==> src/hdl/swing_step_detector_core_assert.svh <==
`ifndef SWING_STEP_DETECTOR_CORE_ASSERT_SVH
`define SWING_STEP_DETECTOR_CORE_ASSERT_SVH

// same-cycle implication, sampled on clk, off during reset
`define SSD_ASSERT_IMP(lbl, ante, cons, msg) \
    lbl: assert property (@(posedge clk) disable iff (!rst_n) (ante) |-> (cons)) \
        else $error(msg);

// next-cycle implication, sampled on clk, off during reset
`define SSD_ASSERT_NXT(lbl, ante, cons, msg) \
    lbl: assert property (@(posedge clk) disable iff (!rst_n) (ante) |=> (cons)) \
        else $error(msg);

`endif

==> src/hdl/ssd_pkg.sv <==
`default_nettype none

package ssd_pkg;

    localparam int WINDOW_DEF = 10;

    localparam int PITCH_W    = 17;
    localparam int TIME_W     = 40;
    localparam int COUNT_W    = 32;
    localparam int MIN_INT_W  = 16;
    localparam int DEADBAND_W = 12;
    localparam int MOTION_W   = 2;
    localparam int APB_DW     = 32;
    localparam int APB_AW     = 3;

    localparam logic [MIN_INT_W-1:0]  MIN_INT_RST  = 16'd300;
    localparam logic [DEADBAND_W-1:0] DEADBAND_RST = 12'd26;

    localparam logic [MOTION_W-1:0] MOTION_UNKNOWN = 2'd0;
    localparam logic [MOTION_W-1:0] MOTION_RISING  = 2'd1;
    localparam logic [MOTION_W-1:0] MOTION_FALLING = 2'd2;

    localparam logic REG_MIN_INTERVAL = 1'b0;
    localparam logic REG_DEADBAND     = 1'b1;

endpackage

`default_nettype wire

==> src/hdl/swing_step_detector_core.sv <==
// Channel   | Handshake                    | Payload
// ----------+------------------------------+------------------------------------------
// sample    | sample_valid / sample_ready  | pitch_sample, time_ms
// result    | result_valid / result_ready  | step_detected, step_count, smoothed_pitch,
//           |                              | motion
// config    | psel, penable, pwrite, pready| paddr, pwdata, prdata
//
// A request passes through S_UPD, S_DIV, S_DEC and S_OUT from acceptance to result.
// S_DIV runs the radix-4 divider that forms sum / fill, two quotient bits a cycle.
// The sample window sits in a one-port synchronous ring: read on accept, written back next cycle.
// Reset (rst_n, async, low) empties the window by clearing the fill count; no memory sweep.
// A new request is taken while the previous result still waits on result_ready.
`default_nettype none

module swing_step_detector_core #(
    parameter int WINDOW = ssd_pkg::WINDOW_DEF
) (
    input  wire logic                                clk,
    input  wire logic                                rst_n,

    input  wire logic                                sample_valid,
    output logic                                     sample_ready,
    input  wire logic signed [ssd_pkg::PITCH_W-1:0]  pitch_sample,
    input  wire logic [ssd_pkg::TIME_W-1:0]          time_ms,

    output logic                                     result_valid,
    input  wire logic                                result_ready,
    output logic                                     step_detected,
    output logic [ssd_pkg::COUNT_W-1:0]              step_count,
    output logic signed [ssd_pkg::PITCH_W-1:0]       smoothed_pitch,
    output logic [ssd_pkg::MOTION_W-1:0]             motion,

    input  wire logic                                psel,
    input  wire logic                                penable,
    input  wire logic                                pwrite,
    input  wire logic [ssd_pkg::APB_AW-1:0]          paddr,
    input  wire logic [ssd_pkg::APB_DW-1:0]          pwdata,
    output logic [ssd_pkg::APB_DW-1:0]               prdata,
    output logic                                     pready
);

    import ssd_pkg::*;

    localparam int CNT_W     = $clog2(WINDOW + 1);
    localparam int POS_W     = (WINDOW > 1) ? $clog2(WINDOW) : 1;
    localparam int SUM_W     = PITCH_W + CNT_W;
    localparam int DIV_STEPS = (SUM_W + 1) / 2;
    localparam int QW        = 2 * DIV_STEPS;
    localparam int DSC_W     = $clog2(DIV_STEPS + 1);
    localparam int CMP_W     = PITCH_W + 2;

    typedef enum logic [2:0] {
        S_IDLE,
        S_UPD,
        S_DIV,
        S_DEC,
        S_OUT
    } state_t;

    state_t                    state_reg;
    logic [MIN_INT_W-1:0]      min_int_reg;
    logic [DEADBAND_W-1:0]     deadband_reg;

    logic [PITCH_W-1:0]        ring_mem [WINDOW];
    logic [PITCH_W-1:0]        ring_rd_reg;

    logic [POS_W-1:0]          pos_reg;
    logic [CNT_W-1:0]          fill_reg;
    logic signed [SUM_W-1:0]   sum_reg;
    logic signed [PITCH_W-1:0] prev_reg;
    logic [MOTION_W-1:0]       motion_reg;
    logic [TIME_W-1:0]         last_reg;
    logic [COUNT_W-1:0]        total_reg;

    logic [PITCH_W-1:0]        sample_reg;
    logic [TIME_W-1:0]         time_reg;
    logic                      gap_ok_reg;
    logic                      neg_reg;
    logic [QW-1:0]             dvd_reg;
    logic [CNT_W:0]            rem_reg;
    logic [CNT_W-1:0]          dsr_reg;
    logic [DSC_W-1:0]          dcnt_reg;
    logic                      step_reg;

    logic                      res_valid_reg;
    logic                      res_step_reg;
    logic [COUNT_W-1:0]        res_count_reg;
    logic [PITCH_W-1:0]        res_avg_reg;
    logic [MOTION_W-1:0]       res_motion_reg;

    logic                      accept;
    logic                      cfg_wr;
    logic                      full;
    logic                      ring_wr;
    logic [POS_W-1:0]          pos_next;
    logic [CNT_W-1:0]          fill_next;
    logic signed [SUM_W-1:0]   sum_next;
    logic [SUM_W-1:0]          mag;
    logic [TIME_W:0]           gap;
    logic                      gap_ok;
    logic [QW-1:0]             dvd_next;
    logic [CNT_W:0]            rem_next;
    logic [PITCH_W-1:0]        avg;
    logic signed [CMP_W-1:0]   avg_x;
    logic signed [CMP_W-1:0]   prev_x;
    logic signed [CMP_W-1:0]   db_x;
    logic [MOTION_W-1:0]       motion_next;
    logic                      step;
    logic                      out_free;

    assign accept   = sample_valid && sample_ready;
    assign cfg_wr   = psel && penable && pwrite && pready;
    assign full     = (fill_reg == CNT_W'(WINDOW));
    assign ring_wr  = (state_reg == S_UPD);
    assign out_free = !res_valid_reg || result_ready;

    assign sample_ready = (state_reg == S_IDLE);
    assign pready       = 1'b1;

    always_comb
    begin
        case (paddr[2])
            REG_MIN_INTERVAL: prdata = APB_DW'(min_int_reg);
            REG_DEADBAND:     prdata = APB_DW'(deadband_reg);
            default:          prdata = '0;
        endcase
    end

    // drop the oldest sample once the window is full, add the new one
    always_comb
    begin
        pos_next  = (pos_reg == POS_W'(WINDOW - 1)) ? '0 : pos_reg + 1'b1;
        fill_next = full ? fill_reg : fill_reg + 1'b1;
        sum_next  = sum_reg
                  + {{(SUM_W-PITCH_W){sample_reg[PITCH_W-1]}}, sample_reg}
                  - (full ? {{(SUM_W-PITCH_W){ring_rd_reg[PITCH_W-1]}}, ring_rd_reg}
                          : SUM_W'(0));
        mag       = sum_next[SUM_W-1] ? SUM_W'(-sum_next) : SUM_W'(sum_next);
        gap       = {1'b0, time_reg} - {1'b0, last_reg};
        gap_ok    = !gap[TIME_W] && (gap[TIME_W-1:0] > TIME_W'(min_int_reg));
    end

    // two restoring-division steps per cycle
    always_comb
    begin
        dvd_next = dvd_reg;
        rem_next = rem_reg;
        for (int i = 0; i < 2; i++)
        begin
            rem_next = {rem_next[CNT_W-1:0], dvd_next[QW-1]};
            dvd_next = {dvd_next[QW-2:0], 1'b0};
            if (rem_next >= {1'b0, dsr_reg})
            begin
                rem_next    = rem_next - {1'b0, dsr_reg};
                dvd_next[0] = 1'b1;
            end
        end
    end

    always_comb
    begin
        avg    = neg_reg ? PITCH_W'(-dvd_reg[PITCH_W-1:0]) : dvd_reg[PITCH_W-1:0];
        avg_x  = {{2{avg[PITCH_W-1]}}, avg};
        prev_x = {{2{prev_reg[PITCH_W-1]}}, prev_reg};
        db_x   = CMP_W'(deadband_reg);
        motion_next = motion_reg;
        if (avg_x > prev_x + db_x)
        begin
            motion_next = MOTION_RISING;
        end
        else if (avg_x < prev_x - db_x)
        begin
            motion_next = MOTION_FALLING;
        end
        step = (motion_next != motion_reg) && (motion_next != MOTION_UNKNOWN) && gap_ok_reg;
    end

    always_ff @(posedge clk)
    begin
        if (ring_wr)
        begin
            ring_mem[pos_reg] <= sample_reg;
        end
        if (accept)
        begin
            ring_rd_reg <= ring_mem[pos_reg];
        end
    end

    always_ff @(posedge clk or negedge rst_n)
    begin
        if (!rst_n)
        begin
            state_reg      <= S_IDLE;
            min_int_reg    <= MIN_INT_RST;
            deadband_reg   <= DEADBAND_RST;
            pos_reg        <= '0;
            fill_reg       <= '0;
            sum_reg        <= '0;
            prev_reg       <= '0;
            motion_reg     <= MOTION_UNKNOWN;
            last_reg       <= '0;
            total_reg      <= '0;
            sample_reg     <= '0;
            time_reg       <= '0;
            gap_ok_reg     <= 1'b0;
            neg_reg        <= 1'b0;
            dvd_reg        <= '0;
            rem_reg        <= '0;
            dsr_reg        <= '0;
            dcnt_reg       <= '0;
            step_reg       <= 1'b0;
            res_valid_reg  <= 1'b0;
            res_step_reg   <= 1'b0;
            res_count_reg  <= '0;
            res_avg_reg    <= '0;
            res_motion_reg <= MOTION_UNKNOWN;
        end
        else
        begin
            if (cfg_wr)
            begin
                case (paddr[2])
                    REG_MIN_INTERVAL: min_int_reg  <= pwdata[MIN_INT_W-1:0];
                    REG_DEADBAND:     deadband_reg <= pwdata[DEADBAND_W-1:0];
                    default:          ;
                endcase
            end

            if (res_valid_reg && result_ready && (state_reg != S_OUT))
            begin
                res_valid_reg <= 1'b0;
            end

            case (state_reg)
                S_IDLE:
                begin
                    if (accept)
                    begin
                        sample_reg <= pitch_sample;
                        time_reg   <= time_ms;
                        state_reg  <= S_UPD;
                    end
                end
                S_UPD:
                begin
                    pos_reg    <= pos_next;
                    fill_reg   <= fill_next;
                    sum_reg    <= sum_next;
                    neg_reg    <= sum_next[SUM_W-1];
                    dvd_reg    <= QW'(mag);
                    rem_reg    <= '0;
                    dsr_reg    <= fill_next;
                    dcnt_reg   <= DSC_W'(DIV_STEPS);
                    gap_ok_reg <= gap_ok;
                    state_reg  <= S_DIV;
                end
                S_DIV:
                begin
                    dvd_reg  <= dvd_next;
                    rem_reg  <= rem_next;
                    dcnt_reg <= dcnt_reg - 1'b1;
                    if (dcnt_reg == DSC_W'(1))
                    begin
                        state_reg <= S_DEC;
                    end
                end
                S_DEC:
                begin
                    prev_reg   <= avg;
                    motion_reg <= motion_next;
                    step_reg   <= step;
                    if (step)
                    begin
                        last_reg <= time_reg;
                        if (total_reg != '1)
                        begin
                            total_reg <= total_reg + 1'b1;
                        end
                    end
                    state_reg <= S_OUT;
                end
                S_OUT:
                begin
                    if (out_free)
                    begin
                        res_valid_reg  <= 1'b1;
                        res_step_reg   <= step_reg;
                        res_count_reg  <= total_reg;
                        res_avg_reg    <= prev_reg;
                        res_motion_reg <= motion_reg;
                        state_reg      <= S_IDLE;
                    end
                end
                default:
                begin
                    state_reg <= S_IDLE;
                end
            endcase
        end
    end

    assign result_valid   = res_valid_reg;
    assign step_detected  = res_step_reg;
    assign step_count     = res_count_reg;
    assign smoothed_pitch = res_avg_reg;
    assign motion         = res_motion_reg;

`include "swing_step_detector_core_assert.svh"

    `SSD_ASSERT_IMP(a_fill_bound, 1'b1, fill_reg <= CNT_W'(WINDOW), "fill count beyond window")
    `SSD_ASSERT_IMP(a_step_motion, result_valid && step_detected,
                    motion != MOTION_UNKNOWN, "step reported without known motion")
    `SSD_ASSERT_NXT(a_count_hold, state_reg != S_DEC, $stable(total_reg),
                    "step total changed outside decision cycle")
    `SSD_ASSERT_NXT(a_div_zero, state_reg == S_UPD, dsr_reg != '0, "divider loaded with zero")

endmodule

`default_nettype wire

==> config.mk <==
export PLATFORM = sky130hd
export DESIGN_NAME = swing_step_detector_core
export DESIGN_NICKNAME = d
export VERILOG_FILES = /design/src/hdl/ssd_pkg.sv /design/src/hdl/swing_step_detector_core.sv
export VERILOG_INCLUDE_DIRS = /design/src /design/src/hdl
export SDC_FILE = /design/constraint.sdc
export NUM_CORES = 1
export LEC_CHECK = 0
export ABC_CLOCK_PERIOD_IN_PS = 5500
export BUFFER_PORTS_ARGS = -buffer_cell sky130_fd_sc_hd__buf_2
export CAP_MARGIN = 5
export CORE_UTILIZATION = 50
export DETAILED_ROUTE_END_ITERATION = 6
export HOLD_SLACK_MARGIN = 0.1
export PLACE_DENSITY = 0.68
export SKIP_LAST_GASP = 1
export SYNTH_ARGS = -nofsm -noshare
export SYNTH_HDL_FRONTEND = slang
export SYNTH_SLANG_ARGS = --single-unit
==> constraint.sdc <==
create_clock -name clk -period 5.5 [get_ports clk]
set_input_delay 0.55 -clock clk [delete_from_list [all_inputs] [get_ports clk]]
set_output_delay 0.55 -clock clk [all_outputs]
set_load 0.005 [all_outputs]
# == After elaboration in Yosys (flattened, before gate mapping) ==
# Memory sizes are Yosys's and may differ from the RTL's. A register that Yosys moved wholly into a read port is not among the register bits.
# Cells that the tools add are included.
# totals
register_bits,294
latchBits,0
ram_bits,170
romBits,0
input_bits,99
wordCells,103
memories,1
# op_classes
add_sub_neg,13
n_mul,0
div,0
order_cmp,5
n_eq_ne,13
n_shift,0
n_mux,24
bitwise,2
reduce_logical,22
# memory_table
memory,words,width,rd,rd_ports_with_merged_regs,wr,line,rtl
ring_mem,10,17,1,1,1,swing_step_detector_core.sv:64,logic [PITCH_W-1:0] ring_mem [WINDOW];
# op_table
operator,n
$pmux 32 s2,1
$pmux 22 s2,1
$mux 21,2
$sub 40x40->41,1
$gt 40x16->1,1
$add 32x1->32 const B,1
$ne 32x32->1 const B,1
$add 21x21->21,1
$neg 21->21,1
$sub 21x21->21,1
$add 17x13->18,1
$gt 17x18->1,1
$lt 17x18->1,1
$sub 17x13->18,1
$mux 17,1
$neg 17->17,1
$mux 4,4
$pmux 4 s2,2
$pmux 3 s5,1
$reduce_and 2->1,6
$ge 5x4->1,2
$mux 3,3
$add 4x1->4 const B,2
$eq 4x4->1 const B,2
19 further kinds,40

# == Longest topological paths before layout ==
# depth
ltp_word,9
ltp_mapped,25
ltp_nobuf,24

# == Least setup slack after synthesis ==
# Ideal clock, no wire load.
# synth_path
path_kind,register -> register
from,reg deadband_reg[1]
to,reg last_reg[10]
setup_ns,0.125
t_arrival_ns,4.623
t_required_ns,5.375
slack_ns,0.752
stages_incl_launch_ff,21
path_buffers,1
path_cell_list,dfstp_2 -> inv_1 -> ha_1 -> nand2b_1 -> a21oi_1 -> o21ai_0 -> a21oi_1 -> o21ai_0 -> a21oi_1 -> o31ai_1 -> a2111oi_0 -> o21ai_0 -> xor2_1 -> ha_1 -> and4_1 -> a221oi_1 -> o221a_2 -> a21oi_1 -> o211ai_2 -> buf_2 -> mux2_2
# synth_between
elab_chain_len,8
# synth_lines
item,line,rtl
from (decl),swing_step_detector_core.sv:62,logic [DEADBAND_W-1:0] deadband_reg;
from (signal assigned),swing_step_detector_core.sv:225,REG_DEADBAND: deadband_reg <= pwdata[DEADBAND_W-1:0];
$sub 17x13->18,swing_step_detector_core.sv:171,else if (avg_x < prev_x - db_x)
$lt 17x18->1,swing_step_detector_core.sv:171,
$mux 2,swing_step_detector_core.sv:171,
$mux 2 (*),swing_step_detector_core.sv:167,if (avg_x > prev_x + db_x)
$ne 2x2->1 / $reduce_bool 2->1 (equally long branches),swing_step_detector_core.sv:175,step = (motion_next != motion_reg) && (motion_next != MOTION_UNKNOWN) && gap_ok_reg;
$logic_and 1x1->1 (*) (2 in a row),swing_step_detector_core.sv:175,
$reduce_and 2->1 (no source line) (*),-,
to (signal assigned),swing_step_detector_core.sv:275,last_reg <= time_reg;
to (decl),swing_step_detector_core.sv:72,logic [TIME_W-1:0] last_reg;
# Mark *: on every way between the ends. The rest lies on a longest branch, timed or not.
# A chain may end at the register's enable or synchronous reset.

# == Worst setup path after layout ==
# layout_path
from,reg deadband_reg[1]
to,reg total_reg[1]
# layout_between
elab_chain_len,8
# layout_lines
item,line,rtl
$sub 17x13->18,swing_step_detector_core.sv:171,
$lt 17x18->1,swing_step_detector_core.sv:171,
$mux 2,swing_step_detector_core.sv:171,
$mux 2 (*),swing_step_detector_core.sv:167,
$ne 2x2->1 / $reduce_bool 2->1 (equally long branches),swing_step_detector_core.sv:175,
$logic_and 1x1->1 (*) (2 in a row),swing_step_detector_core.sv:175,
$reduce_and 3->1 (no source line) (*),-,
to (signal assigned),swing_step_detector_core.sv:278,total_reg <= total_reg + 1'b1;
to (decl),swing_step_detector_core.sv:73,logic [COUNT_W-1:0] total_reg;
# Marked as above.

==> summary.txt <==
Logic synthesis
  – Largest cells by area after synthesis: dfrtp_1 27%, edfxtp_1 21%, mux2_2 7.2%
  – Post-synthesis cell type count: 87
  – Post-Syn Instances: 2326
  – Largest family of logic cells by synthesized area: compound AO/OA/AOI/OAI gates
  – Syn avg cell area: 11.4 µm²
  – Post-synth EDFFs: ~190
  – Multiplexer share of the synthesized area: 0.109
  – Top_reg_cell synth: dfrtp_1
  – Post-Synth Simple-Gate Area: 0.0951
  – Yosys reg bits: 480
  – Synth Area in XOR/XNOR: 0.0467
  – Compound-cell area share of the yosys netlist: 0.121
  – Synth top area share: 0.271
  – Synth warn: 0
  – Leading area contributor after synthesis: dfrtp_1
  – Sequential cell area fraction in the yosys report: 0.490
  – Fraction of registers with async set/reset: 0.610
  – Mapped Area: 26400 µm²
  – Post-Synth Adder-Cell Area: 0.0904

Timing
  – Final Cycle Share: 0.936
  – Normalized max-slew margin: 0.116
  – Max Clk Rate: 194 MHz
  – Final hold violations: 0
  – Minimum hold slack: 163 ps
  – Max Slew Vio Count: 0
  – RSZ-0062 raised after global routing: false
  – Worst-Margin Slew: approximately 1300 ps
  – Crit path time final: 5150 ps
  – Fin Setup TNS: 0 ps
  – Final setup fails: 0
  – Clock skew: 15.2 ps

Placed design
  – GP Congestion: 0.897
  – I/O Buffers: 150
  – Placed wire-length estimate: 42100 µm
  – Placed Area: 27900 µm²

Die
  – Die area: roughly 54000 µm²
  – Die span in x: approximately 230 µm
  – Die Y: 232 µm
  – FP Rows: 83
  – Initial Utilization: 0.511
  – CORE AREA: 51700 µm²
  – I/O pin count: 186

Drt
  – Top Metal Used: met4
  – Met1 wire length: approximately 26000 µm
  – Via count: about 18000
  – 1st-pass router iterations: 5
  – Vias/cell: 5.71
  – Initial DRC Count: 1042
  – Total Routed Length: between 50000 and 60000 µm
  – Routed WL per cell: 18.8 µm
  – Met2 Wirelength: 29300 µm
  – Antenna-violating nets left: 0
  – DRC Markers: 0
  – Met3 wire length: 2920 µm

GRT
  – First-pass GRT wire length: around 96000 µm
  – Vias in the first global route: 18200
  – Largest net degree at the start of global routing: about 110
  – Initial antenna violation count: 0
  – Grt total ovfl: 0
  – Tot GR Track Use: 0.225

CTS
  – Worst skew pair latency: 590 ps
  – Total CTS buffers: 49
  – TritonCTS Sinks: 480
  – CTS Buffer Depth: 3
  – CTS tree: built
  – Root Buffer: clkbuf_16
  – H-tree levels: 2
  – Worst-path clk slew: 60 ps

Critical path
  – Worst EP required: 5980 ps
  – Crit end category: flip-flop
  – Crit path top cell by count: o21ai_0
  – CP arrival: approximately 5600 ps
  – Worst path buffer plus inverter count: 4
  – CP Cell Sequence: inv_1, ha_1, nand2b_1, a21oi_2, o21ai_0, a21oi_1, o21ai_0, a21oi_1, o31ai_1, a2111oi_1, buf_4, o21ai_0, xor2_1, ha_1, and4_1, a221oi_2, o221a_2, a211o_1, o211ai_4, buf_12, buf_12, nor2_2, mux2_2
  – Startpoint Class: flip-flop
  – Crit-path slowest cell: dfstp_2
  – Cell family contributing the most delay on the critical path: compound AO/OA/AOI/OAI gates
  – Crit path kind: reg -> reg
  – Slowest Stage Delay on Critical Path: 520 ps
  – CP Max Fanout: 32

Job
  – Max-cap viol count: 0

Finish
  – Area Growth Syn to Fin: 12.1%
  – Final Cell Area: ~30000 µm²
  – Antenna cells: 0
  – Final core utilization: 0.573
  – Commonest cells after routing, fill and taps aside: 285 x dfrtp_1, 202 x inv_1, 187 x edfxtp_1, 168 x mux2_2, 163 x nand2_1
  – Commonest non-fill, non-tap cell in the layout: dfrtp_1
  – Filler Cells Inserted: 4350
  – Max reg flops: 170
  – Share of post-route cells with drive strength above 1: 0.199
  – Final net count: 2738

Min path
  – Worst Hold Class: in -> reg

Run status
  – Status: finished clean
-- worst min-delay path, cell delays in order --
cell and delay, ps:
buf_2 80, nand2_1 40, o21ai_0 60
-- repair_timing --
action                                  4_1_cts  5_1_grt
endpoints found under the setup margin        0       70
setup buffers                                 0        1
hold buffers                                  1        0
resized for setup                             0       16
hold endpoints to repair                    109        0
-- final cells by class --
type,count,area (µm²),share of cell area
clock buffers,75,1440,0.0486
clock inverters,17,120,0.00405
multi-input cells,1552,12400,0.419
well taps,680,851,0.0287
repair buffers,178,1080,0.0364
flip-flops and latches,480,13000,0.437
inverters,202,758,0.0256
-- kinds of logic after synthesis --
family,count (synthesis)
and+or+nand+nor,503
AOI/OAI and AO/OA,491
DFF,480
buffers and inverters,309
muxes,225
adders and majority gates,176
xor gates and xnor gates,140
other,2
-- synth_stat cells (13+ instances only) --
master and instances:
a211oi_1 27, a21o_1 41, a21oi_1 102, a22oi_1 20, a31oi_1 21, and2_1 25
and3_1 13, buf_1 13, buf_4 17, clkbuf_1 69, dfrtp_1 286, edfxtp_1 187
fa_1 25, ha_1 151, inv_1 202, mux2_2 168, mux2i_1 23, mux4_2 34
nand2_1 163, nand2b_1 15, nand3_1 32, nand4_1 24, nor2_1 95, nor2b_1 34
nor3_1 33, nor4_1 17, o21a_1 18, o21ai_0 130, o21ai_1 14, o31ai_1 14
xnor2_1 70, xor2_1 69
-- layer usage --
metal / GRT usage / up-vias
li1: - / 8645
met1: 0.300 / 9018
met2: 0.386 / 458
met3: 0.0285 / 67
met4: 0.0600 / 0
met5: 0 / -
-- worst paths after layout --
kind | start | end | slack, ps | cells after the start
worst max-delay path | deadband_reg[1] | total_reg[1] | 350 | 23
worst min-delay path | pitch_sample[6] | sample_reg[6] | 160 | 3
worst min register to register | smoothed_pitch[0] | smoothed_pitch[0] | 470 | 2
min in group asynchronous | rst_n | step_count[8] | 580 | 2
max in group asynchronous | rst_n | sample_reg[14] | 3850 | 3
worst max register to register | deadband_reg[1] | total_reg[1] | 350 | 23
-- per-stage QoR --
step	worst slack, ps	std cells
floorplan	752	2341
finish	353	3184
CTS	170	3182
global placement	249	3089
global route	10.6	3184
detailed placement	223	3089
Power is not shown: default switching activity piles up to over one toggle a cycle in this logic, so the estimate is an artifact.
